===== src/hw/rtl/hrp_pkg.sv =====
package hrp_pkg;

  // Length limits for the URI, a header name and a header value.
  localparam logic [11:0] MAX_URI_LEN   = 12'd2048;
  localparam logic [11:0] MAX_VALUE_LEN = 12'd1024;
  localparam logic [11:0] MAX_NAME_LEN  = 12'd128;

  // Method tokens reach their limit at this many bytes.
  localparam logic [11:0] METHOD_LIMIT  = 12'd7;
  // Version tokens longer than this are an error.
  localparam logic [11:0] VERSION_LIMIT = 12'd8;

  localparam logic [7:0] CH_CR    = 8'd13;
  localparam logic [7:0] CH_LF    = 8'd10;
  localparam logic [7:0] CH_SPACE = 8'h20;
  localparam logic [7:0] CH_COLON = 8'h3A;

  // Byte kinds.
  localparam logic [3:0] KIND_NONE    = 4'd0;
  localparam logic [3:0] KIND_METHOD  = 4'd1;
  localparam logic [3:0] KIND_URI     = 4'd2;
  localparam logic [3:0] KIND_VERSION = 4'd3;
  localparam logic [3:0] KIND_NAME    = 4'd4;
  localparam logic [3:0] KIND_HOST    = 4'd5;
  localparam logic [3:0] KIND_CTYPE   = 4'd6;
  localparam logic [3:0] KIND_AGENT   = 4'd7;
  localparam logic [3:0] KIND_VALUE   = 4'd8;

  // Method and version codes.
  localparam logic [2:0] METHOD_NONE  = 3'd0;
  localparam logic [1:0] VERSION_NONE = 2'd0;

  // Error codes.
  localparam logic [3:0] ERR_NONE         = 4'd0;
  localparam logic [3:0] ERR_BAD_METHOD   = 4'd1;
  localparam logic [3:0] ERR_METHOD_LONG  = 4'd2;
  localparam logic [3:0] ERR_URI_LONG     = 4'd3;
  localparam logic [3:0] ERR_VERSION_LONG = 4'd4;
  localparam logic [3:0] ERR_BAD_VERSION  = 4'd5;
  localparam logic [3:0] ERR_NO_DELIM     = 4'd6;
  localparam logic [3:0] ERR_NAME_LONG    = 4'd7;
  localparam logic [3:0] ERR_VALUE_LONG   = 4'd8;

  // Keywords, left aligned in a fixed field of twelve characters.
  localparam int KW_CHARS = 12;
  localparam int KW_BITS  = 8 * KW_CHARS;

  localparam logic [KW_BITS-1:0] METHOD_KW [4] = '{
    "GET         ", "POST        ", "PUT         ", "DELETE      "};
  localparam logic [3:0] METHOD_LEN [4] = '{4'd3, 4'd4, 4'd3, 4'd6};

  localparam logic [KW_BITS-1:0] VERSION_KW [3] = '{
    "HTTP/1.0    ", "HTTP/1.1    ", "HTTP/2.0    "};
  localparam logic [3:0] VERSION_LEN [3] = '{4'd8, 4'd8, 4'd8};

  localparam logic [KW_BITS-1:0] HEADER_KW [3] = '{
    "Host        ", "Content-Type", "User-Agent  "};
  localparam logic [3:0] HEADER_LEN [3] = '{4'd4, 4'd12, 4'd10};

  // Parser phase, one-hot.
  typedef enum logic [8:0] {
    PH_METHOD  = 9'b000000001,
    PH_URI     = 9'b000000010,
    PH_VERSION = 9'b000000100,
    PH_LINEEND = 9'b000001000,
    PH_NAME    = 9'b000010000,
    PH_HOST    = 9'b000100000,
    PH_CTYPE   = 9'b001000000,
    PH_AGENT   = 9'b010000000,
    PH_VALUE   = 9'b100000000
  } phase_t;

  // Parser state carried from byte to byte.
  typedef struct packed {
    phase_t      phase;
    logic [11:0] len;
    logic [3:0]  alive;
    logic        pat;
    logic        done;
    logic [3:0]  err;
  } state_t;

  localparam state_t ST_RESET = '{
    phase: PH_METHOD, len: 12'd0, alive: 4'hF, pat: 1'b0, done: 1'b0, err: ERR_NONE};

  typedef struct packed {
    logic [7:0] data_byte;
    logic       restart;
    logic       chunk_last;
  } req_t;

  typedef struct packed {
    logic [7:0] out_byte;
    logic [3:0] byte_kind;
    logic       field_done;
    logic [2:0] method_code;
    logic [1:0] version_code;
    logic       request_done;
    logic [3:0] error_code;
    logic       chunk_last_out;
  } tag_t;

  // Character of a keyword at a position; positions past the field read as zero.
  function automatic logic [7:0] kw_char(input logic [KW_BITS-1:0] kw,
                                         input logic [3:0] pos);
    logic [7:0] c;
    c = 8'd0;
    for (int k = 0; k < KW_CHARS; k++) begin
      if (pos == 4'(k)) begin
        c = kw[KW_BITS-8-8*k +: 8];
      end
    end
    return c;
  endfunction

  // Byte kind of a header value phase.
  function automatic logic [3:0] value_kind(input phase_t ph);
    logic [3:0] k;
    case (ph)
      PH_HOST:  k = KIND_HOST;
      PH_CTYPE: k = KIND_CTYPE;
      PH_AGENT: k = KIND_AGENT;
      default:  k = KIND_VALUE;
    endcase
    return k;
  endfunction

endpackage


===== src/hw/rtl/hrp_step.sv =====
module hrp_step (
  input  hrp_pkg::state_t cur,
  input  hrp_pkg::req_t   beat,
  output hrp_pkg::state_t nxt,
  output hrp_pkg::tag_t   res
);
  import hrp_pkg::*;

  state_t      s;
  logic [7:0]  b;
  logic [12:0] n;
  logic        is_crlf;
  logic [3:0]  m_alive;
  logic [3:0]  v_alive;
  logic [3:0]  h_alive;
  logic [3:0]  h0_alive;
  logic [2:0]  m_code;
  logic [1:0]  v_code;
  logic [1:0]  h_code;
  logic [3:0]  kind;
  logic        fdone;
  logic [2:0]  mcode;
  logic [1:0]  vcode;
  logic [3:0]  err;

  // Restart takes effect before this beat is handled.
  assign s       = beat.restart ? ST_RESET : cur;
  assign b       = beat.data_byte;
  assign n       = {1'b0, s.len} + 13'd1;
  assign is_crlf = (b == CH_CR) || (b == CH_LF);

  // Incremental keyword match at the current token position.
  always_comb begin
    m_alive  = s.alive;
    v_alive  = s.alive;
    h_alive  = s.alive;
    h0_alive = 4'h0;
    for (int i = 0; i < 4; i++) begin
      if (!(s.len < 12'(METHOD_LEN[i]) && kw_char(METHOD_KW[i], s.len[3:0]) == b)) begin
        m_alive[i] = 1'b0;
      end
    end
    for (int i = 0; i < 3; i++) begin
      if (!(s.len < 12'(VERSION_LEN[i]) && kw_char(VERSION_KW[i], s.len[3:0]) == b)) begin
        v_alive[i] = 1'b0;
      end
      if (!(s.len < 12'(HEADER_LEN[i]) && kw_char(HEADER_KW[i], s.len[3:0]) == b)) begin
        h_alive[i] = 1'b0;
      end
      h0_alive[i] = (kw_char(HEADER_KW[i], 4'd0) == b);
    end
  end

  // Exact match at the end of a token; the first surviving keyword wins.
  always_comb begin
    m_code = METHOD_NONE;
    v_code = VERSION_NONE;
    h_code = 2'd0;
    for (int i = 3; i >= 0; i--) begin
      if (s.alive[i] && s.len == 12'(METHOD_LEN[i])) begin
        m_code = 3'(i + 1);
      end
    end
    for (int i = 2; i >= 0; i--) begin
      if (s.alive[i] && s.len == 12'(VERSION_LEN[i])) begin
        v_code = 2'(i + 1);
      end
      if (s.alive[i] && s.len == 12'(HEADER_LEN[i])) begin
        h_code = 2'(i + 1);
      end
    end
  end

  // Phase update for one byte.
  always_comb begin
    nxt   = s;
    kind  = KIND_NONE;
    fdone = 1'b0;
    mcode = METHOD_NONE;
    vcode = VERSION_NONE;
    err   = ERR_NONE;
    if (!s.done && s.err == ERR_NONE) begin
      case (s.phase)
        PH_METHOD: begin
          if (is_crlf) begin
            // Line breaks before or inside the method are ignored.
          end else if (b == CH_SPACE) begin
            if (m_code == METHOD_NONE) begin
              err = ERR_BAD_METHOD;
            end else begin
              mcode     = m_code;
              fdone     = 1'b1;
              nxt.phase = PH_URI;
              nxt.len   = 12'd0;
            end
          end else begin
            kind      = KIND_METHOD;
            nxt.alive = m_alive;
            nxt.len   = n[11:0];
            if (n[11:0] == METHOD_LIMIT) begin
              err = ERR_METHOD_LONG;
            end
          end
        end
        PH_URI: begin
          if (b == CH_SPACE) begin
            fdone     = 1'b1;
            nxt.phase = PH_VERSION;
            nxt.len   = 12'd0;
            nxt.alive = 4'hF;
          end else begin
            kind = KIND_URI;
            if (n > {1'b0, MAX_URI_LEN}) begin
              err = ERR_URI_LONG;
            end else begin
              nxt.len = n[11:0];
            end
          end
        end
        PH_VERSION: begin
          if (b == CH_CR) begin
            if (v_code == VERSION_NONE) begin
              err = ERR_BAD_VERSION;
            end else begin
              vcode     = v_code;
              fdone     = 1'b1;
              nxt.phase = PH_LINEEND;
              nxt.len   = 12'd1;
              nxt.pat   = 1'b1;
            end
          end else begin
            kind      = KIND_VERSION;
            nxt.alive = v_alive;
            nxt.len   = n[11:0];
            if (n[11:0] > VERSION_LIMIT) begin
              err = ERR_VERSION_LONG;
            end
          end
        end
        PH_LINEEND: begin
          if (!is_crlf) begin
            // First character of a header name.
            kind      = KIND_NAME;
            nxt.alive = h0_alive;
            nxt.len   = 12'd1;
            nxt.phase = PH_NAME;
          end else if (s.len == 12'd3 && s.pat && b == CH_LF) begin
            nxt.done = 1'b1;
          end else if (s.len > 12'd3) begin
            err = ERR_NO_DELIM;
          end else begin
            if (b != (s.len[0] ? CH_LF : CH_CR)) begin
              nxt.pat = 1'b0;
            end
            nxt.len = n[11:0];
          end
        end
        PH_NAME: begin
          if (b == CH_COLON) begin
            fdone   = 1'b1;
            nxt.len = 12'd0;
            case (h_code)
              2'd1:    nxt.phase = PH_HOST;
              2'd2:    nxt.phase = PH_CTYPE;
              2'd3:    nxt.phase = PH_AGENT;
              default: nxt.phase = PH_VALUE;
            endcase
          end else begin
            kind      = KIND_NAME;
            nxt.alive = h_alive;
            if (n > {1'b0, MAX_NAME_LEN}) begin
              err = ERR_NAME_LONG;
            end else begin
              nxt.len = n[11:0];
            end
          end
        end
        PH_HOST, PH_CTYPE, PH_AGENT, PH_VALUE: begin
          if (s.len == 12'd0 && b == CH_SPACE) begin
            // Leading spaces of a value are skipped.
          end else if (b == CH_CR) begin
            fdone     = 1'b1;
            nxt.phase = PH_LINEEND;
            nxt.len   = 12'd1;
            nxt.pat   = 1'b1;
          end else begin
            kind = value_kind(s.phase);
            if (n > {1'b0, MAX_VALUE_LEN}) begin
              err = ERR_VALUE_LONG;
            end else begin
              nxt.len = n[11:0];
            end
          end
        end
        default: begin
        end
      endcase
      // The first error halts the parser and cancels the field flags.
      if (err != ERR_NONE) begin
        nxt.err = err;
        fdone   = 1'b0;
        mcode   = METHOD_NONE;
        vcode   = VERSION_NONE;
      end
    end
  end

  // Result beat.
  always_comb begin
    res.out_byte       = b;
    res.byte_kind      = kind;
    res.field_done     = fdone;
    res.method_code    = mcode;
    res.version_code   = vcode;
    res.request_done   = nxt.done;
    res.error_code     = nxt.err;
    res.chunk_last_out = beat.chunk_last;
  end

endmodule


===== src/hw/rtl/http_request_header_parser_unit.sv =====
// Channel  Direction  Handshake             Beat
// req      in         req_valid/req_stall   hrp_pkg::req_t, one request byte
// tag      out        tag_valid/tag_stall   hrp_pkg::tag_t, the tagged byte
//
// One byte enters per cycle while req_stall is low. An accepted byte waits in the
// input register and its tag is registered in the result register as it moves on.
// The rate is set by the combinational step logic between the two registers, which
// also updates the parser state. Reset is synchronous and clears that state at once.
// A stalled tag holds the result register; the input register keeps the next
// byte and req_stall rises only when both registers are full and tag is stalled.
module http_request_header_parser_unit (
  input  logic            clk,
  input  logic            rst,
  input  logic            req_valid,
  output logic            req_stall,
  input  hrp_pkg::req_t   req,
  output logic            tag_valid,
  input  logic            tag_stall,
  output hrp_pkg::tag_t   tag
);
  import hrp_pkg::*;

  logic   in_valid;
  req_t   in_beat;
  state_t st;
  state_t st_next;
  tag_t   tag_next;
  logic   adv;

  // The held byte moves on when the result register is free or draining.
  assign adv       = in_valid && (!tag_valid || !tag_stall);
  assign req_stall = in_valid && !adv;

  hrp_step u_step (
    .cur  (st),
    .beat (in_beat),
    .nxt  (st_next),
    .res  (tag_next)
  );

  // Control registers and parser state.
  always_ff @(posedge clk) begin
    if (rst) begin
      in_valid  <= 1'b0;
      tag_valid <= 1'b0;
      st        <= ST_RESET;
    end else begin
      if (!req_stall) begin
        in_valid <= req_valid;
      end
      if (adv) begin
        st        <= st_next;
        tag_valid <= 1'b1;
      end else if (!tag_stall) begin
        tag_valid <= 1'b0;
      end
    end
  end

  // Payload registers.
  always_ff @(posedge clk) begin
    if (!req_stall) begin
      in_beat <= req;
    end
    if (adv) begin
      tag <= tag_next;
    end
  end

  // Completion and error never show together.
  assert property (@(posedge clk) disable iff (rst)
    tag_valid |-> !(tag.request_done && tag.error_code != ERR_NONE))
    else $error("request_done and error_code both set");

  // An error stays until a restart byte is handled.
  assert property (@(posedge clk) disable iff (rst)
    (st.err != ERR_NONE && !(adv && in_beat.restart)) |=> $stable(st.err))
    else $error("sticky error changed without restart");

  // A method or version code only comes with the byte that closes its field.
  assert property (@(posedge clk) disable iff (rst)
    (tag_valid && (tag.method_code != METHOD_NONE || tag.version_code != VERSION_NONE))
      |-> (tag.field_done && tag.byte_kind == KIND_NONE))
    else $error("code reported off a closing byte");

  // Bytes after completion carry no kind.
  assert property (@(posedge clk) disable iff (rst)
    (tag_valid && tag.request_done) |-> tag.byte_kind == KIND_NONE)
    else $error("byte tagged after request completion");

  // The input side stalls only while a byte is held.
  assert property (@(posedge clk) disable iff (rst)
    req_stall |-> (in_valid && tag_valid && tag_stall))
    else $error("input stalled without a full pipeline");

endmodule


===== config.mk =====
export PLATFORM = sky130hd
export DESIGN_NAME = http_request_header_parser_unit
export DESIGN_NICKNAME = d
export VERILOG_FILES = /design/src/hw/rtl/hrp_pkg.sv /design/src/hw/rtl/hrp_step.sv /design/src/hw/rtl/http_request_header_parser_unit.sv
export SDC_FILE = /design/constraint.sdc
export NUM_CORES = 1
export LEC_CHECK = 0
export BUFFER_PORTS_ARGS = -buffer_cell sky130_fd_sc_hd__buf_2
export CAP_MARGIN = 40
export CORE_AREA = 2 2 118 178
export DETAILED_ROUTE_END_ITERATION = 12
export DIE_AREA = 0 0 120 180
export PLACE_DENSITY = 0.58
export SLEW_MARGIN = 5
export SYNTH_ARGS = -nofsm -noshare
export SYNTH_HDL_FRONTEND = slang
export SYNTH_SLANG_ARGS = --single-unit

===== constraint.sdc =====
create_clock -name clk -period 2.85 [get_ports clk]
set_input_delay 0.285 -clock clk [delete_from_list [all_inputs] [get_ports clk]]
set_output_delay 0.285 -clock clk [all_outputs]
set_load 0.1 [all_outputs]

==> Yosys cells after proc, flatten, opt, wreduce, memory -nomap -nowiden <==
Cells that the tools add are included.
Widths: inputs -> output; s select.
{ "totals": {"in_bits": 14, "out_inout_bits": 26, "ff_bits": 67, "word_cells": 338} }
{ "classes": {"n_reduce_logical": 42, "n_bitwise": 5, "muxes": 211, "addsub": 1, "eq_ne": 49, "n_lt_le_gt_ge": 11} }
{ "op_table": {"columns": ["cell", "n"], "rows": [
  ["$mux 7", 72],
  ["$mux 8", 34],
  ["$mux 12", 11],
  ["$pmux 21 s6", 1],
  ["$mux 4", 16],
  ["$mux 21", 3],
  ["$mux 31", 2],
  ["$mux 9", 6],
  ["$eq 7x8->1", 6],
  ["$pmux 4 s6", 2],
  ["$mux 3", 14],
  ["$eq 12x3->1 const B", 3],
  ["$eq 12x4->1 const B", 3],
  ["$lt 12x4->1 const B", 3],
  ["$eq 8x8->1", 4],
  ["$mux 1", 32],
  ["$pmux 9 s3", 1],
  ["$logic_and 1x1->1", 26],
  ["$mux 25", 1],
  ["$eq 7x8->1 const A", 3],
  ["$lt 12x3->1 const B", 2],
  ["$mux 2", 12],
  ["$pmux 4 s5", 1],
  ["$eq 4x3->1 const B", 4],
  ["other kinds (41)", 57]
]} }

==> Depth between registers and ports, before layout <==
Gate-level depths: netlist of the first run.
{ "depth": {"ltp_word": 21, "ltp_mapped": 11, "depth_no_buf": 8} }

==> Cells and area by module <==
From an unflattened synthesis of the first run, not the netlist that was laid out.
{ "unflattened": {"hier_cells": 749, "area_unflattened_um2": 6075.8} }
{ "by_module_without_submodules": {"columns": ["module", "cells_each", "area_each_um2", "seq_area_each_um2", "n_inst"], "rows": [
  ["hrp_step", 572, 3602.2, 0.0, 1],
  ["http_request_header_parser_unit", 177, 2473.6, 1681.6, 1]
]} }

==> Worst setup path before layout of the first run <==
Ideal clock, no wire load.
{ "synth_timing": {"path_type": "reg2out", "from": "register tag_valid", "to": "output req_stall", "t_required_ns": 2.565, "path_stages_with_launch": 3, "t_arrival_ns": 2.258, "slack_ns": 0.307, "n_path_buf": 0, "cell_sequence": "dfxtp_1 > nand3_1 > inv_1"} }
{ "synth_between": {"elab_chain_cells": 5} }
{ "synth_lines": {"columns": ["element", "line", "source"], "rows": [
  ["from (decl)", "http_request_header_parser_unit.sv:17", "output logic tag_valid,"],
  ["from (signal assigned)", "http_request_header_parser_unit.sv:45", "tag_valid <= 1'b0;"],
  ["from (signal assigned)", "http_request_header_parser_unit.sv:53", "tag_valid <= 1'b1;"],
  ["from (signal assigned)", "http_request_header_parser_unit.sv:55", "tag_valid <= 1'b0;"],
  ["$logic_not 1->1", "http_request_header_parser_unit.sv:31", "assign adv = in_valid && (!tag_valid || !tag_stall);"],
  ["$logic_or 1x1->1", "http_request_header_parser_unit.sv:31", null],
  ["$logic_and 1x1->1", "http_request_header_parser_unit.sv:31", null],
  ["$logic_not 1->1", "http_request_header_parser_unit.sv:32", "assign req_stall = in_valid && !adv;"],
  ["$logic_and 1x1->1", "http_request_header_parser_unit.sv:32", null],
  ["to (decl)", "http_request_header_parser_unit.sv:15", "output logic req_stall,"]
]} }
No other way between the ends.

==> Worst setup path in the final report of the first run <==
{ "layout_timing": {"from": "register in_beat[9] in the netlist's numbering", "to": "register st[23] in the netlist's numbering"} }
{ "layout_between": {"elab_chain_cells": 5, "word_cells_on_any_way": 16, "cone_classes": "4 x eq/ne; 10 x mux; 2 x reduce/logical"} }
{ "layout_lines": {"columns": ["element", "line", "source"], "rows": [
  ["from (decl)", "http_request_header_parser_unit.sv:24", "req_t in_beat;"],
  ["from (signal assigned)", "http_request_header_parser_unit.sv:63", "in_beat <= req;"],
  ["$eq 8x4->1 (tied with other cells)", "hrp_step.sv:30, hrp_step.sv:121, hrp_step.sv:181", null],
  ["$mux 9 (tied with other cells)", "hrp_step.sv:181", "end else if (b == CH_CR) begin"],
  ["$mux 21 (tied with other cells)", "hrp_step.sv:179", "if (s.len == 12'd0 && b == CH_SPACE) begin"],
  ["$pmux 21 s6 (*)", "hrp_step.sv:83", "case (s.phase)"],
  ["$mux 31 (*)", "hrp_step.sv:82", "if (!s.done && s.err == ERR_NONE) begin"],
  ["to (signal assigned)", "http_request_header_parser_unit.sv:52", "st <= st_next;"],
  ["to (decl)", "http_request_header_parser_unit.sv:25", "state_t st;"]
]} }
Mark *: on every way between the ends. The rest lies on a longest branch, timed or not.
A chain may end at the register's enable or synchronous reset.

==> run_results.csv, run 1 <==
group,metric,value,unit
synth,synth-main-ff-cell,"edfxtp_1",
min_path,hold_end,"in_beat[2]",
power,p_per_area,367,nW/um^2
synth,synthesis.area,6330,sq um
detailed_routing,first_pass_iters,5,
timing,slew_viol_final,0,
placed_design,place_ws,0.0769,ns
timing,max_clock_freq,354,MHz
setup_path,reg2reg_depth,8,
finish,stdcell_count,1213,
global_route,grt_first_pass_wirelength,44.1,mm
synth,yosys_warnings,0,
floorplan,rows,64,
synth,synth_nets,840,
placed_design,place_congestion,1.02,
placed_design,dp.cells,1197,
finish,nets,958,
clocking,cts-root-buf,"clkbuf_16",
power,p_leak,2.90,nW
setup_path,worstPathMaxFanout,4,
setup_path,crit_arrival,3.07,ns
setup_path,slowest_stage,"or3b_2",
synth,ys_types,95,
min_path,min_path_type,"input port to flip-flop",
timing,hold_viol_final,0,
placed_design,portBuffers,39,
timing,period_share,0.992,
global_route,gr-total-overflow,0,
synth,synth-seq-cells,67,
detailed_routing,wl_per_cell,24.0,um
power,vdd_drop_max,237,uV
synth,syn_inst,826,
floorplan,start_util,0.315,
floorplan,core_region_area,20100,sq um
setup_path,slowest_delay,0.52,ns
min_path,holdPathStages,1,
synth,ys_top_cells_by_count,"nor2_1 (73), nand2_1 (71), a21oi_1 (61)",
finish,area_growth,25.4,%
placed_design,hpwl,22.4,mm
min_path,worstHoldStart,"req[2]",
setup_path,crit_top_cell,"buf_4",
timing,tightest_slew,0.586,ns
global_route,grt_use_total,0.268,
detailed_routing,via_per_inst,6.17,
clocking,cts_sinks,67,
detailed_routing,wl,29.1,mm
global_route,antenna_found_initial,0,
timing,timing.final.ws_setup,0.0242,ns
synth,synth-async-reset-ratio,0,
synth,synth_edf_count,34,
setup_path,crit_chain,"or3b_2 -> nor3_2 -> nor2_1 -> buf_4 -> a211o_1 -> o31ai_1 -> buf_4 -> a21oi_1",
timing,slew_headroom,0.599,
timing,setup_viol,0,
timing,fin_skew,0.00833,ns
clocking,cts_buffer_depth,2,
global_route,grt_pass1_vias,7293,
clocking,h-tree-depth,3,
synth,synth_area_leader_cell,"edfxtp_1",
finish,drive_gt1_frac,0.260,
detailed_routing,vias,7483,
setup_path,path_class,"flip-flop to flip-flop",
clocking,cts_hold_buf,0,
setup_path,r2r-start,"in_beat[9]",
floorplan,fp.dieH,180,um
global_route,grt_max_degree,50,
timing,period_needed,2.83,ns
synth,yosysSeqAreaShare,0.266,
synth,syn_area_per_cell,7.66,sq um
synth,yosys.cell_count.top_type,"nor2_1",
setup_path,r2r-end,"st[23]",
detailed_routing,drtIter0Drc,714,
clocking,cts_made_buffers,9,
floorplan,fp.dieW,120,um
setup_path,worstPathRequired,3.09,ns
clocking,worstSkewPairLatency,0.35,ns
clocking,clkSlewWorstSetupHoldPaths,0.06,ns
setup_path,crit_buf_inv,2,
setup_path,r2r_slack,0.02,ns
clocking,cts_tree,"done",
synth,yosysTopAreaCellShare,0.161,
run_status,outcome,"finished clean",
finish,num_antenna_cells,0,
detailed_routing,drcViolationCount,0,
synth,ys_top_cells_by_area,"edfxtp_1 (16%), dfxtp_1 (10%), a21oi_1 (4.8%)",
setup_path,cp-end-kind,"flip-flop",
flow_run,maxCapViolCount,0,
detailed_routing,postRouteAntennaNets,0,
floorplan,die_area,21600,sq um
setup_path,start_kind,"flip-flop",
power,fin_total_pwr,0.00291,W
floorplan,io_pins,40,
setup_path,cp_top_family,"simple AND/OR/NAND/NOR gates",
stage by stage:
| stage | setup TNS, ns | utilization | area (sq um) | hold slack [ns] |
|---|---|---|---|---|
| detailed placement | 0 | 0.380 | 7630 | 0.422 |
| global route | -0.00180 | 0.395 | 7940 | 0.102 |
| floorplan | 0 | - | 6330 | 0.384 |
| finish | 0 | 0.395 | 7940 | 0.109 |
| CTS | 0 | 0.394 | 7910 | 0.102 |
| global placement | 0 | 0.380 | 7630 | 0.401 |
cell type report:
cell class / instances / area, sq um
tap: 264 / 330
clock inverter: 7 / 52.6
sequential: 67 / 1680
multi-input combinational: 668 / 4270
timing repair buffer: 184 / 1320
fill: 2063 / 12200
clock buffer: 9 / 225
inverter: 14 / 56.3
flip-flops by register name, summed over array words and instances (netlist names):
name	flops
tag_valid	1
in_valid	1
in_beat	10
st	31
tag	24
timing repair:
action	in CTS	in global routing
endpoints found under the hold margin	0	0
setup endpoints to repair	0	9
gates resized for setup	0	8
buffers inserted	0	0
report_power, final:
group          internal (W)  leakage, nW  switching, W  total (W)
clock              0.000596        0.136      0.000505    0.00110
combinational      0.000242         2.16      0.000487   0.000729
sequential          0.00105        0.598     0.0000320    0.00108
total               0.00189         2.90       0.00102    0.00291
kinds of logic after synthesis:
group                  Yosys count  synth area share
flip-flops                      67             0.266
buffers and inverters           91            0.0629
AO/OA/AOI/OAI                  291             0.320
XOR/XNOR                        34            0.0471
AND/OR/NAND/NOR                336             0.293
multiplexers                     7            0.0113
cell usage in the layout, fill, tap and decap left out, types with 25 or more instances in the layout:
cell type	count
a21oi_1	60
buf_2	39
buf_4	142
dfxtp_1	33
edfxtp_1	34
nand2_1	71
nand3_1	27
nor2_1	73
nor3_1	25
o21ai_0	57
xnor2_1	25
per-layer routing:
layer  global-route usage  wire length (um)
met1                0.292             10500
met2                0.475             14700
met3               0.0371              1650
met4                0.181              2270
met5                    0                 0
worst max path at each step:
stage / start / to / slack [ns] / cells after the start
final: in_beat[9] / st[23] / 0.02 / 8
after global routing: in_beat[9] / tag[7] / -0.002 / 8
after detailed placement: in_beat[6] / st[20] / 0.08 / 9
after CTS: in_beat[6] / st[20] / 0.05 / 9
after global placement: in_beat[6] / st[20] / 0.07 / 9
after floorplan: tag_valid / req_stall / 0.31 / 2
Power figures use the tool's default switching activity.
==> inputs of run 2 (changes only) <==
==> constraint.sdc (replaced) <==
create_clock -name clk -period 2.9 [get_ports clk]
set_input_delay 0.29 -clock clk [delete_from_list [all_inputs] [get_ports clk]]
set_output_delay 0.29 -clock clk [all_outputs]
set_load 0.1 [all_outputs]
==> run 2 against run 1 <==
Sequential power about the same. Sequential cell count unchanged. Maximum frequency decreased by 0.64%. Clock power is 15% higher. Via count down 1.4%. Final cell count down 2.5%. Total power up 3.2%. Count of clock-buffer cells in the layout unchanged. Hold slack gained 0.0070 ns. Final area shrank 2.2%. Utilization fell by 0.85 points. Setup slack improved by 0.032 ns.
==> run_results.csv, run 2 (same netlist as run 1, synthesis figures left out) <==
group,metric,value,unit
power,combPwrFrac,0.228,
timing,period_needed,2.84,ns
global_route,grt_use_total,0.255,
setup_path,cp-end-kind,"flip-flop",
floorplan,die_area,21600,sq um
global_route,antenna_found_initial,0,
global_route,grt_max_degree,36,
setup_path,start_kind,"flip-flop",
power,pwr-share-clk,0.419,
finish,fillers,2104,
finish,largest_reg_flops,31,
setup_path,cp.depth,8,
min_path,min_path_type,"input port to flip-flop",
power,vdd_drop_max,256,uV
clocking,cts_tree,"done",
clocking,cts_buffer_depth,2,
floorplan,start_util,0.315,
timing,tightest_slew,0.651,ns
clocking,cts_made_buffers,9,
finish,mostFrequentLayoutCell,"buf_4",
timing,timing.final.ws_setup,0.0561,ns
setup_path,crit_chain,"buf_4 -> nor2_1 -> nand4_1 -> nor2_1 -> nand4_1 -> o21a_1 -> or3_1 -> a21oi_1",
clocking,worstSkewPairLatency,0.35,ns
floorplan,core_region_area,20100,sq um
detailed_routing,drcViolationCount,0,
global_route,grt_first_pass_wirelength,42.0,mm
power,p_leak,2.77,nW
timing,tns,0,ns
run_status,outcome,"finished clean",
finish,area_growth,22.7,%
finish,largest_register,"st",
detailed_routing,drtIter0Drc,641,
finish,fin_util,0.386,
setup_path,worstPathRequired,3.17,ns
power,switchingPower,0.000984,W
finish,num_antenna_cells,0,
clocking,cts_setup_buffers,0,
min_path,holdPathStages,1,
setup_path,reg2reg_depth,8,
clocking,cts_sinks,67,
detailed_routing,wl_per_cell,23.6,um
finish,nets,928,
setup_path,slowest_delay,0.46,ns
setup_path,r2r_slack,0.06,ns
finish,layout_common_cells,"buf_4 (112), nor2_1 (72), nand2_1 (71)",
power,p_per_area,387,nW/um^2
clocking,cts-root-buf,"clkbuf_16",
detailed_routing,vias,7376,
floorplan,io_pins,40,
timing,period_share,0.981,
placed_design,portBuffers,39,
placed_design,place_congestion,1.04,
setup_path,cp_top_family,"simple AND/OR/NAND/NOR gates",
detailed_routing,first_pass_iters,5,
power,seqPwrFrac,0.354,
finish,largestRegisters,"st: 31 flops, tag: 24 flops, in_beat: 10 flops",
detailed_routing,wl,27.9,mm
setup_path,worstPathMaxFanout,8,
floorplan,fp.dieW,120,um
power,p_int,0.00202,W
timing,slew_viol_final,0,
global_route,gr-total-overflow,0,
timing,slew_headroom,0.565,
timing,fin_skew,0.0120,ns
floorplan,rows,64,
clocking,h-tree-depth,3,
clocking,cts_resized,0,
timing,hold_viol_final,0,
setup_path,slowest_stage,"edfxtp_1",
global_route,grt_pass1_vias,7140,
setup_path,crit_arrival,3.12,ns
timing,max_clock_freq,352,MHz
timing,setup_viol,0,
detailed_routing,via_per_inst,6.23,
setup_path,path_class,"flip-flop to flip-flop",
floorplan,fp.dieH,180,um
placed_design,hpwl,21.4,mm
timing,fin_hold_ws,0.116,ns
power,swShare,0.328,
flow_run,maxCapViolCount,0,
placed_design,place_ws,0.0389,ns
finish,drive_gt1_frac,0.236,
clocking,cts_hold_buf,0,
clocking,clkSlewWorstSetupHoldPaths,0.06,ns
detailed_routing,postRouteAntennaNets,0,
setup_path,crit_buf_inv,1,
timing,rsz0062_at_grt,"false",
==> run 2: per-stage QoR <==
step | instances | cell area, sq um | power [W]
2_1_floorplan | 826 | 6330 | 0.00153
3_3_place_gp | 1167 | 7410 | 0.00175
3_5_place_dp | 1167 | 7410 | 0.00175
4_1_cts | 1183 | 7740 | 0.00301
5_1_grt | 1183 | 7770 | 0.00310
6_report | 1183 | 7770 | 0.00300
==> run 2: worst paths after layout <==
path,startpoint,endpoint
max,in_beat[1],st[5]
min,req[9],in_beat[9]
max reg2reg,in_beat[1],st[5]
min reg2reg,in_beat[0],tag[0]
==> run 2: per-layer routing <==
layer	GRT usage	vias up	part of all wire	routed length [um]
met5	0	-	0	0
met4	0.204	0	0.085	2360
met3	0.0346	153	0.063	1740
met2	0.437	435	0.49	13700
met1	0.277	3456	0.36	10000
li1	-	3332	-	-
==> run 2: area by class of cell <==
type	instances	area, sq um	share of cell area
Tap cell	264	330	0.0425
Inverter	14	52.6	0.00677
Clock inverter	7	106	0.0137
Multi-Input combinational cell	668	4280	0.550
Sequential cell	67	1680	0.216
Timing Repair Buffer	154	1100	0.141
Clock buffer	9	225	0.0290
==> run 2: power groups by stage <==
stage	Clock [W]	Sequential [W]	Combinational, W
3_3_place_gp	0	0.00108	0.000668
5_1_grt	0.00131	0.00107	0.000726
2_1_floorplan	0	0.00118	0.000354
3_5_place_dp	0	0.00108	0.000668
6_report	0.00126	0.00106	0.000684
4_1_cts	0.00128	0.00106	0.000670
